**config.mk**
```make
export PLATFORM = sky130hd
export DESIGN_NAME = motor_feedback_encoder_tracker_unit
export DESIGN_NICKNAME = d
export VERILOG_FILES = /design/src/hdl/mfet_pkg.sv /design/src/hdl/mfet_slot_track.sv /design/src/hdl/motor_feedback_encoder_tracker_unit.sv
export SDC_FILE = /design/constraint.sdc
export NUM_CORES = 2
export LEC_CHECK = 0
export ABC_AREA = 1
export BUFFER_PORTS_ARGS = -buffer_cell sky130_fd_sc_hd__buf_2
export CAP_MARGIN = 10
export CORE_MARGIN = 4
export CORE_UTILIZATION = 62
export DETAILED_ROUTE_END_ITERATION = 7
export PLACE_DENSITY = 0.8
export SLEW_MARGIN = 10
export SYNTH_ARGS = -nofsm -noshare
export SYNTH_HDL_FRONTEND = slang
export SYNTH_SLANG_ARGS = --single-unit
```
**constraint.sdc**
```tcl
create_clock -name clk -period 11.7 [get_ports clk]
set_clock_uncertainty 0.2 [all_clocks]
set_input_delay 1.17 -clock clk [delete_from_list [all_inputs] [get_ports clk]]
set_output_delay 1.17 -clock clk [all_outputs]
set_load 0.02 [all_outputs]
```
**src/hdl/mfet_pkg.sv**
```systemverilog
package mfet_pkg;

	// Slot geometry: two buses, each with its own row of motor slots.
	localparam int MOTOR_IDS     = 7;
	localparam int SLOTS_PER_BUS = 8;
	localparam int SLOT_COUNT    = 2 * SLOTS_PER_BUS;
	localparam int SLOT_W        = (SLOT_COUNT > 2) ? $clog2(SLOT_COUNT) : 1;
	localparam int IDX_LIMIT     = (MOTOR_IDS < SLOTS_PER_BUS) ? MOTOR_IDS : SLOTS_PER_BUS;

	// Configuration register indexes.
	localparam logic [1:0] CFG_BASE_ID    = 2'd0;
	localparam logic [1:0] CFG_ENC_RANGE  = 2'd1;
	localparam logic [1:0] CFG_HALF_RANGE = 2'd2;

	// Configuration reset values.
	localparam logic [10:0] BASE_ID_RST    = 11'd513;
	localparam logic [14:0] ENC_RANGE_RST  = 15'd8191;
	localparam logic [14:0] HALF_RANGE_RST = 15'd4096;

	typedef struct packed {
		logic [10:0] base_id;
		logic [14:0] encoder_range;
		logic [14:0] half_range;
	} mfet_cfg_t;

	typedef struct packed {
		logic        bus;
		logic [10:0] frame_id;
		logic [63:0] payload;
	} mfet_in_t;

	typedef struct packed {
		logic               out_bus;
		logic [2:0]         motor_index;
		logic [15:0]        angle;
		logic signed [15:0] speed;
		logic signed [15:0] current;
		logic [7:0]         temperature;
		logic signed [15:0] angle_change;
		logic signed [31:0] total_angle;
	} mfet_out_t;

	// Slot update request from the frame stage to the slot store.
	typedef struct packed {
		logic              en;
		logic [SLOT_W-1:0] slot;
		logic [15:0]       angle;
	} mfet_upd_t;

endpackage

```
**src/hdl/mfet_slot_track.sv**
```systemverilog
module mfet_slot_track (
	input  logic                    clk,
	input  logic                    arst_n,
	input  mfet_pkg::mfet_cfg_t     cfg,
	input  mfet_pkg::mfet_upd_t     upd,
	output logic signed [15:0]      angle_change,
	output logic signed [31:0]      total_angle
);
	import mfet_pkg::*;

	logic [15:0]        last_q  [SLOT_COUNT];
	logic [31:0]        total_q [SLOT_COUNT];
	logic [15:0]        diff;
	logic signed [16:0] diff_ext;
	logic signed [16:0] half_ext;
	logic signed [16:0] range_ext;
	logic signed [16:0] adj;

	// Raw change against the slot's previous angle, then unwrap by one turn.
	always_comb begin
		diff      = upd.angle - last_q[upd.slot];
		diff_ext  = signed'({diff[15], diff});
		half_ext  = signed'({2'b00, cfg.half_range});
		range_ext = signed'({2'b00, cfg.encoder_range});
		if (diff_ext > half_ext) begin
			adj = diff_ext - range_ext;
		end else if (diff_ext < -half_ext) begin
			adj = diff_ext + range_ext;
		end else begin
			adj = diff_ext;
		end
		angle_change = adj[15:0];
		total_angle  = signed'(total_q[upd.slot] + {{16{adj[15]}}, adj[15:0]});
	end

	// Slot store: read-modify-write of one slot per cycle.
	always_ff @(posedge clk or negedge arst_n) begin
		if (!arst_n) begin
			for (int i = 0; i < SLOT_COUNT; i++) begin
				last_q[i]  <= '0;
				total_q[i] <= '0;
			end
		end else if (upd.en) begin
			last_q[upd.slot]  <= upd.angle;
			total_q[upd.slot] <= total_angle;
		end
	end

endmodule

```
**src/hdl/motor_feedback_encoder_tracker_unit.sv**
```systemverilog
// Motor feedback encoder tracker.
// The frame channel (frame_valid/frame_ready/frame) takes one received feedback
// word: bus, 11-bit identifier and eight data bytes. A frame whose identifier
// falls in base_id .. base_id+6 updates its motor slot and yields one word on
// the result channel (result_valid/result_ready/result); any other frame is
// dropped without a result.
// A frame is registered in the frame stage; a matching frame then loads the
// result register, which drives result_valid, once that register can take it.
// Throughput: one frame per cycle; the slot store does one read-modify-write
// per cycle, and a frame for the same slot in the next cycle sees the update.
// When the receiver stalls, the result register holds its word and the frame
// stage holds one more frame; frame_ready drops only when both are full.
// The configuration channel (cfg_valid/cfg_ready/cfg_index/cfg_data) is always
// ready; the user must make writes only while the block is idle (unchecked).
// Reset clears both channels, restores the configuration defaults and clears
// every slot's last angle and running total at once, so frames are accepted
// from the first cycle after reset.
module motor_feedback_encoder_tracker_unit (
	input  logic                  clk,
	input  logic                  arst_n,
	input  logic                  frame_valid,
	output logic                  frame_ready,
	input  mfet_pkg::mfet_in_t    frame,
	output logic                  result_valid,
	input  logic                  result_ready,
	output mfet_pkg::mfet_out_t   result,
	input  logic                  cfg_valid,
	output logic                  cfg_ready,
	input  logic [1:0]            cfg_index,
	input  logic [14:0]           cfg_data
);
	import mfet_pkg::*;

	mfet_cfg_t          cfg_q;
	logic               valid_s1;
	mfet_in_t           frame_s1;
	logic [11:0]        idx_ext;
	logic               hit;
	logic               advance;
	mfet_upd_t          upd;
	logic signed [15:0] angle_change;
	logic signed [31:0] total_angle;
	logic               result_valid_q;
	mfet_out_t          result_q;

	// Configuration registers.
	assign cfg_ready = 1'b1;

	always_ff @(posedge clk or negedge arst_n) begin
		if (!arst_n) begin
			cfg_q.base_id       <= BASE_ID_RST;
			cfg_q.encoder_range <= ENC_RANGE_RST;
			cfg_q.half_range    <= HALF_RANGE_RST;
		end else if (cfg_valid) begin
			case (cfg_index)
				CFG_BASE_ID:    cfg_q.base_id       <= cfg_data[10:0];
				CFG_ENC_RANGE:  cfg_q.encoder_range <= cfg_data;
				CFG_HALF_RANGE: cfg_q.half_range    <= cfg_data;
				default: ;
			endcase
		end
	end

	// Frame stage register.
	assign frame_ready = !valid_s1 || advance;

	always_ff @(posedge clk or negedge arst_n) begin
		if (!arst_n) begin
			valid_s1 <= 1'b0;
		end else if (frame_ready) begin
			valid_s1 <= frame_valid;
		end
	end

	always_ff @(posedge clk) begin
		if (frame_valid && frame_ready) begin
			frame_s1 <= frame;
		end
	end

	// Identifier window match and slot selection.
	always_comb begin
		idx_ext  = {1'b0, frame_s1.frame_id} - {1'b0, cfg_q.base_id};
		hit      = valid_s1 && !idx_ext[11] && (idx_ext[10:0] < 11'(IDX_LIMIT));
		advance  = valid_s1 && (!hit || !result_valid_q || result_ready);
		upd.en   = advance && hit;
		upd.slot = SLOT_W'(SLOT_W'(frame_s1.bus) * SLOT_W'(SLOTS_PER_BUS)
			+ SLOT_W'(idx_ext[10:0]));
		upd.angle = frame_s1.payload[63:48];
	end

	mfet_slot_track u_slot_track (
		.clk          (clk),
		.arst_n       (arst_n),
		.cfg          (cfg_q),
		.upd          (upd),
		.angle_change (angle_change),
		.total_angle  (total_angle)
	);

	// Result register.
	always_ff @(posedge clk or negedge arst_n) begin
		if (!arst_n) begin
			result_valid_q <= 1'b0;
		end else if (upd.en) begin
			result_valid_q <= 1'b1;
		end else if (result_ready) begin
			result_valid_q <= 1'b0;
		end
	end

	always_ff @(posedge clk) begin
		if (upd.en) begin
			result_q.out_bus      <= frame_s1.bus;
			result_q.motor_index  <= idx_ext[2:0];
			result_q.angle        <= frame_s1.payload[63:48];
			result_q.speed        <= signed'(frame_s1.payload[47:32]);
			result_q.current      <= signed'(frame_s1.payload[31:16]);
			result_q.temperature  <= frame_s1.payload[15:8];
			result_q.angle_change <= angle_change;
			result_q.total_angle  <= total_angle;
		end
	end

	assign result_valid = result_valid_q;
	assign result       = result_q;

`ifndef SYNTHESIS
	// An empty result register never holds back the frame stage.
	a_ready_when_empty: assert property (@(posedge clk) disable iff (!arst_n)
		!result_valid_q |-> frame_ready)
		else $error("frame stage stalled with an empty result register");

	// A matching frame that leaves the frame stage always produces a word.
	a_hit_gives_word: assert property (@(posedge clk) disable iff (!arst_n)
		upd.en |=> result_valid_q)
		else $error("matching frame produced no result word");

	// A taken word is not repeated unless a new match arrived.
	a_no_repeat: assert property (@(posedge clk) disable iff (!arst_n)
		(result_valid_q && result_ready && !upd.en) |=> !result_valid_q)
		else $error("result word repeated after it was taken");
`endif

endmodule
```
### Yosys cells after proc, flatten, opt, wreduce, memory -nomap -nowiden

Cells that the tools add are included.

| storage, ports and cells | value |
|---|---|
| output and inout bits | 111 |
| register bits | 995 |

| operators by class | value |
|---|---|
| order comparisons | 5 |
| multiplexer cells | 16 |
| equal/unequal tests | 2 |
| reductions and logical operators | 18 |
| add/subtract/negate cells | 7 |
| bitwise logic cells | 1 |

Operator list:

| kind | count |
|---|---|
| $bwmux W512 | 1 |
| $bwmux W256 | 1 |
| $bmux W32 S4 | 1 |
| $demux W32 S4 | 1 |
| $mux W32 | 3 |
| $mux W16 | 5 |
| $bmux W16 S4 | 1 |
| $demux W16 S4 | 1 |
| $add A32 B32 Y32 | 1 |
| $sub A16 B16 Y16 | 2 |
| $lt A16 B17 Y1 | 1 |
| $neg A15 Y17 | 1 |
| $add A16 B16 Y16 | 1 |
| $gt A16 B16 Y1 | 1 |
| $sub A11 B11 Y12 | 1 |
| $lt A11 B3 Y1 const B | 1 |
| $logic_and A1 B1 Y1 | 6 |
| $reduce_and A2 Y1 | 3 |
| $ge A5 B5 Y1 const B | 1 |
| $lt A5 B1 Y1 const B | 1 |
| $not A4 Y5 | 1 |
| $add A4 B4 Y4 | 1 |
| $logic_not A1 Y1 | 4 |
| $logic_or A1 B1 Y1 | 3 |
| 5 further kinds | 6 |

### Longest topological paths before layout

| depth | value |
|---|---|
| word-level depth | 12 |
| depth in mapped cells | 58 |
| gate-level depth less buffers | 56 |

### Modules after synthesis

A second synthesis with hierarchy kept.

| unflattened totals | value |
|---|---|
| cell total of the unflattened synthesis | 4902 |
| area, all modules | 45067.0 sq um |

Modules (own cells, without submodules):

| module | cells an instance | instances | area an instance (sq um) |
|---|---|---|---|
| mfet_slot_track | 4405 | 1 | 37389.6 |
| motor_feedback_encoder_tracker_unit | 497 | 1 | 7677.4 |

### Worst setup path before layout

OpenSTA, ideal clock, no wires.

| timing | value |
|---|---|
| kind | reg-to-reg |
| start point | reg cfg_q[30] in the netlist's numbering |
| end point | reg u_slot_track.total_q[124] in the netlist's numbering |
| slack | 3.290 ns |
| arrival time | 8.127 ns |
| library setup time | 0.083 ns |
| cell stages (with the launch flop) | 52 |
| period minus slack after synthesis | 8.410 ns |
| buffers on the path | 5 |
| path through | dfstp_2 > ha_1 > inv_1 > fa_1 > inv_1 > nand2_1 > clkbuf_1 > clkinv_1 > clkbuf_1 > buf_1 > a22oi_1 > o211ai_1 > a21oi_1 > o211ai_1 > inv_1 > ha_1 > inv_1 > nor3_1 > (+16 left out) > nand2_1 > a21oi_1 > ha_1 > inv_1 > fa_1 > o21ai_1 > a21oi_1 > inv_1 > nand3_1 > nand3_1 > nand2_1 > o211ai_1 > a21oi_1 > or2_2 > nand2_1 > inv_1 > clkbuf_1 > o21ai_0 |

| on the way | value |
|---|---|
| cells in the longest elaborated chain, start to end | 12 |

Ends and longest elaborated chain:

| what | RTL line | RTL |
|---|---|---|
| start: declaration | motor_feedback_encoder_tracker_unit.sv:34 | `mfet_cfg_t cfg_q;` |
| $sub A11 B11 Y12 * | motor_feedback_encoder_tracker_unit.sv:83 | `idx_ext = {1'b0, frame_s1.frame_id} - {1'b0, cfg_q.base_id};` |
| via idx_ext[1] | motor_feedback_encoder_tracker_unit.sv:37 | `logic [11:0] idx_ext;` |
| $add A4 B4 Y4 * | motor_feedback_encoder_tracker_unit.sv:88 | `+ SLOT_W'(idx_ext[10:0]));` |
| $not A4 Y5 (implied by the code) * | mfet_slot_track.sv:21 | `diff = upd.angle - last_q[upd.slot];` |
| $bmux W16 S4 * | mfet_slot_track.sv:21 |  |
| $mux W16 (implied by the code) * (2 in a row) | mfet_slot_track.sv:21 |  |
| $sub A16 B16 Y16 * | mfet_slot_track.sv:21 |  |
| $add A16 B16 Y16 / $lt A16 B17 Y1 (equally long branches) | mfet_slot_track.sv:28, mfet_slot_track.sv:27 |  |
| $mux W16 | mfet_slot_track.sv:27 | `end else if (diff_ext < -half_ext) begin` |
| $mux W16 * | mfet_slot_track.sv:25 | `if (diff_ext > half_ext) begin` |
| via angle_change[0] | motor_feedback_encoder_tracker_unit.sv:41 | `logic signed [15:0] angle_change;` |
| $add A32 B32 Y32 * | mfet_slot_track.sv:33 | `total_angle = signed'(total_q[upd.slot] + {{16{adj[15]}}, adj[15:0]});` |
| via total_angle[28] | motor_feedback_encoder_tracker_unit.sv:42 | `logic signed [31:0] total_angle;` |
| $bwmux W512 * | mfet_slot_track.sv:45 | `total_q[upd.slot] <= total_angle;` |
| end signal: indexed assignment | mfet_slot_track.sv:45 |  |
| end: declaration | mfet_slot_track.sv:12 | `logic [31:0] total_q [SLOT_COUNT];` |

The timed path passes the listed nets; every way through them passes the cells marked *. The select of a mux whose other input is x is not followed.
A chain may end at the register's enable or synchronous reset.

### Worst setup path in the final report

| timing | value |
|---|---|
| start point | reg cfg_q[30] in the netlist's numbering |
| end point | reg result_q, in the netlist result[31] (data pin) |

| on the way | value |
|---|---|
| cells in the longest elaborated chain, start to end | 11 |

Ends and longest elaborated chain:

| what | RTL line | RTL |
|---|---|---|
| $sub A11 B11 Y12 * | motor_feedback_encoder_tracker_unit.sv:83 |  |
| via idx_ext[1] | motor_feedback_encoder_tracker_unit.sv:37 |  |
| $add A4 B4 Y4 * | motor_feedback_encoder_tracker_unit.sv:88 |  |
| $not A4 Y5 (implied by the code) * | mfet_slot_track.sv:21 |  |
| $bmux W16 S4 * | mfet_slot_track.sv:21 |  |
| $mux W16 (implied by the code) * (2 in a row) | mfet_slot_track.sv:21 |  |
| $sub A16 B16 Y16 * | mfet_slot_track.sv:21 |  |
| $add A16 B16 Y16 / $lt A16 B17 Y1 (equally long branches) | mfet_slot_track.sv:28, mfet_slot_track.sv:27 |  |
| $mux W16 | mfet_slot_track.sv:27 |  |
| $mux W16 * | mfet_slot_track.sv:25 |  |
| via angle_change[1] | motor_feedback_encoder_tracker_unit.sv:41 |  |
| $add A32 B32 Y32 * | mfet_slot_track.sv:33 |  |
| via total_angle[31] | motor_feedback_encoder_tracker_unit.sv:42 |  |
| end: declaration | motor_feedback_encoder_tracker_unit.sv:44 | `mfet_out_t result_q;` |

Marked as above.

==> reports/metrics.cfg <==
[worst_setup_path]
worst-setup-path-type = flop to flop
crit_required_ps = 11920
critPathMaxFanout = 118
critPathMostFrequentCell = nand2_1
critPathMaxStageDelay_ps = 800
crit_slowest_cell = fa_1
crit_path_end_kind = flop
arrival_ps = 11250
worstSetupStartpointType = flop

[yosys]
synth_fp_nets = 4910
synth_edf_count = 176
async_flop_share = 0.822
avgSynthCellArea_um2 = 9.43
netlist_area_mm2 = 0.0442
synthCells = 4688
yosysUniqueCellTypes = 58
ys_ff_latch = 987
yosys_warnings = 0
ys.flop_type = dfrtp_1
seq_area_frac_synth = 0.579

[floorplanning]
die_h_um = 275
dieArea_mm2 = 0.0757
initial_core_util = 0.628
rows = 97
die_w_um = 275
fp.coreArea_mm2 = 0.0704
io-pin-count = 209

[placed_design]
place.gp.congestion = 0.915
portBuffers = 199
dp_hpwl_mm = 73.2

[route]
drtPass1Iterations = 6
wl_mm = 123
postRouteAntennaNets = 0
drc = 0
vias = 34700
wl_per_cell_um = 21.5
drtIter0Drc = 4610
vias_per_cell = 6.08

[cts]
cts_sinks = 987
cts_setup_buffers = 0
root_buffer = clkbuf_16
cts.clk_slew.worst_paths_ps = 60
cts-resized-gates = 0
hold_buffers = 0
clk_latency_ps = 670
cts_buffers = 99
cts_tree = yes
htree_levels = 3
max-clock-path-buffers = 3

[grt]
antenna_found_initial = 3
grt_usage = 0.326
first_global_vias = 33800
grt_first_pass_wirelength_mm = 193
grt_max_degree = 179
grt.overflow.total = 0

[sta]
finalMaxSlewViolations = 0
fin_setup_tns_ps = 0
tightest_slew_ps = 1240
max_freq_mhz = 90.6
slew_headroom = 0.175
period_share = 0.943
finalHoldViolCount = 0
rsz0062_at_grt = no
setup_viol = 0
fin_crit_ps = 11030

[finish]
nets = 4909
area_delta_synth_final_pct = 10.4
drive_gt1_frac = 0.110
nFillCells = 5177

[run]
max-cap-violations = 0

[outcome]
status = finished, final reports clean

[hold_path]
min_path_type = flop to flop

-- final cells by class --
type	count	area (um^2)	area share
Antenna cell	2	5.00	0.000103
Tap cell	940	1180	0.0241
Clock inverter	42	435	0.00892
Clock buffer	145	2850	0.0584
Inverter	327	1240	0.0255
Sequential cell	987	25600	0.524
Multi-Input combinational cell	2977	15700	0.322
Timing Repair Buffer	295	1780	0.0364
-- critical path, delay by kind of cell, from the launching register on --
| kind | cells | cell delay [ps] |
|---|---|---|
| buffers and inverters | 9 | 1680 |
| AOI/OAI and AO/OA | 16 | 3530 |
| DFF | 1 | 530 |
| and+or+nand+nor | 15 | 1910 |
| adders and majority gates | 6 | 2220 |
| xor gates and xnor gates | 2 | 690 |
-- placed cells by master (no fill, tap or decap), drive strengths merged, types with 11 or more instances in the layout --
master   Yosys  routed
a21oi      133     133
a221oi      13      13
a22oi       90      90
a31oi       17      17
buf        131     295
clkbuf     266     145
clkinv       4      42
dfrtp      795     795
dfstp       16      16
edfxtp     176     176
ha         119     119
inv        323     320
nand2     1182    1182
nand3       90      90
nand4       26      26
nor2       104     104
nor3        17      17
o2111ai     11      11
o211ai      18      18
o21ai      763     763
o221ai      18      18
o22ai      231     231
xnor2       20      20
xor2        56      56
-- synth_stat cells, types with 8 or more instances --
cell type	instances	area [um^2]
o21ai_1	307	1540
nor2_1	91	342
nand2_1	1177	4420
o221ai_1	18	158
a221oi_1	13	114
o21ai_0	456	2280
nand3b_1	9	67.6
nand3_1	85	425
inv_1	307	1150
nor3_1	17	85.1
a31oi_1	17	106
o2111ai_1	11	96.3
a21oi_1	133	666
buf_2	85	425
buf_4	8	60.1
dfstp_2	16	420
dfrtp_1	795	19900
buf_1	23	86.3
o21bai_1	8	60.1
inv_2	16	60.1
nor2_4	9	101
o211ai_1	18	135
xnor2_1	19	166
a22oi_1	90	676
o22ai_1	231	1450
clkbuf_1	265	995
ha_1	119	1490
xor2_1	56	490
nand4_1	26	163
buf_6	15	169
edfxtp_1	176	5290
-- per-stage QoR --
stage	std cells	hold WS (ps)	utilization	cell area, um^2	setup slack [ps]
2_1_floorplan	4688	200	-	44200	3290
3_3_place_gp	5526	165	0.647	45500	1080
3_5_place_dp	5526	166	0.647	45500	840
4_1_cts	5713	179	0.693	48800	754
5_1_grt	5714	183	0.694	48800	199
6_report	5715	175	0.694	48800	665
-- cells by family after synthesis --
kind of cell	after synthesis	share of synthesized area
compound gates	1331	0.170
simple gates	1445	0.133
buf+inv	724	0.0671
flops	987	0.579
other cells	1	0.0000848
xor+xnor	76	0.0152
fa+ha+maj	124	0.0359
-- flip-flops by register name (all words and copies together), names as in the netlist --
signal / flops
u_slot_track.last_q: 256
frame_s1: 68
valid_s1: 1
result_valid: 1
u_slot_track.total_q: 512
cfg_q: 41
result: 108
-- final timing paths --
| check | start | end | slack (ps) | cells past startpoint |
|---|---|---|---|---|
| setup reg to reg | cfg_q[30] | result[31] | 670 | 48 |
| hold reg to reg | u_slot_track.last_q[141] | u_slot_track.last_q[141] | 170 | 0 |
| min in group asynchronous | arst_n | u_slot_track.total_q[20] | 300 | 1 |
| setup / recovery | cfg_q[30] | result[31] | 670 | 48 |
| hold / removal | u_slot_track.last_q[141] | u_slot_track.last_q[141] | 170 | 0 |
| max in group asynchronous | arst_n | u_slot_track.total_q[495] | 8590 | 3 |
-- routing by layer --
metal	wire length, um	up-vias	GRT usage
met2	56400	1786	0.510
met3	11200	299	0.0590
met5	0	-	0
li1	-	15800	-
met1	49600	16800	0.453
met4	5500	0	0.142
Power is left out: the tool's default activity adds up to more than one toggle a clock period on the data nets, which glitch-free logic cannot reach.
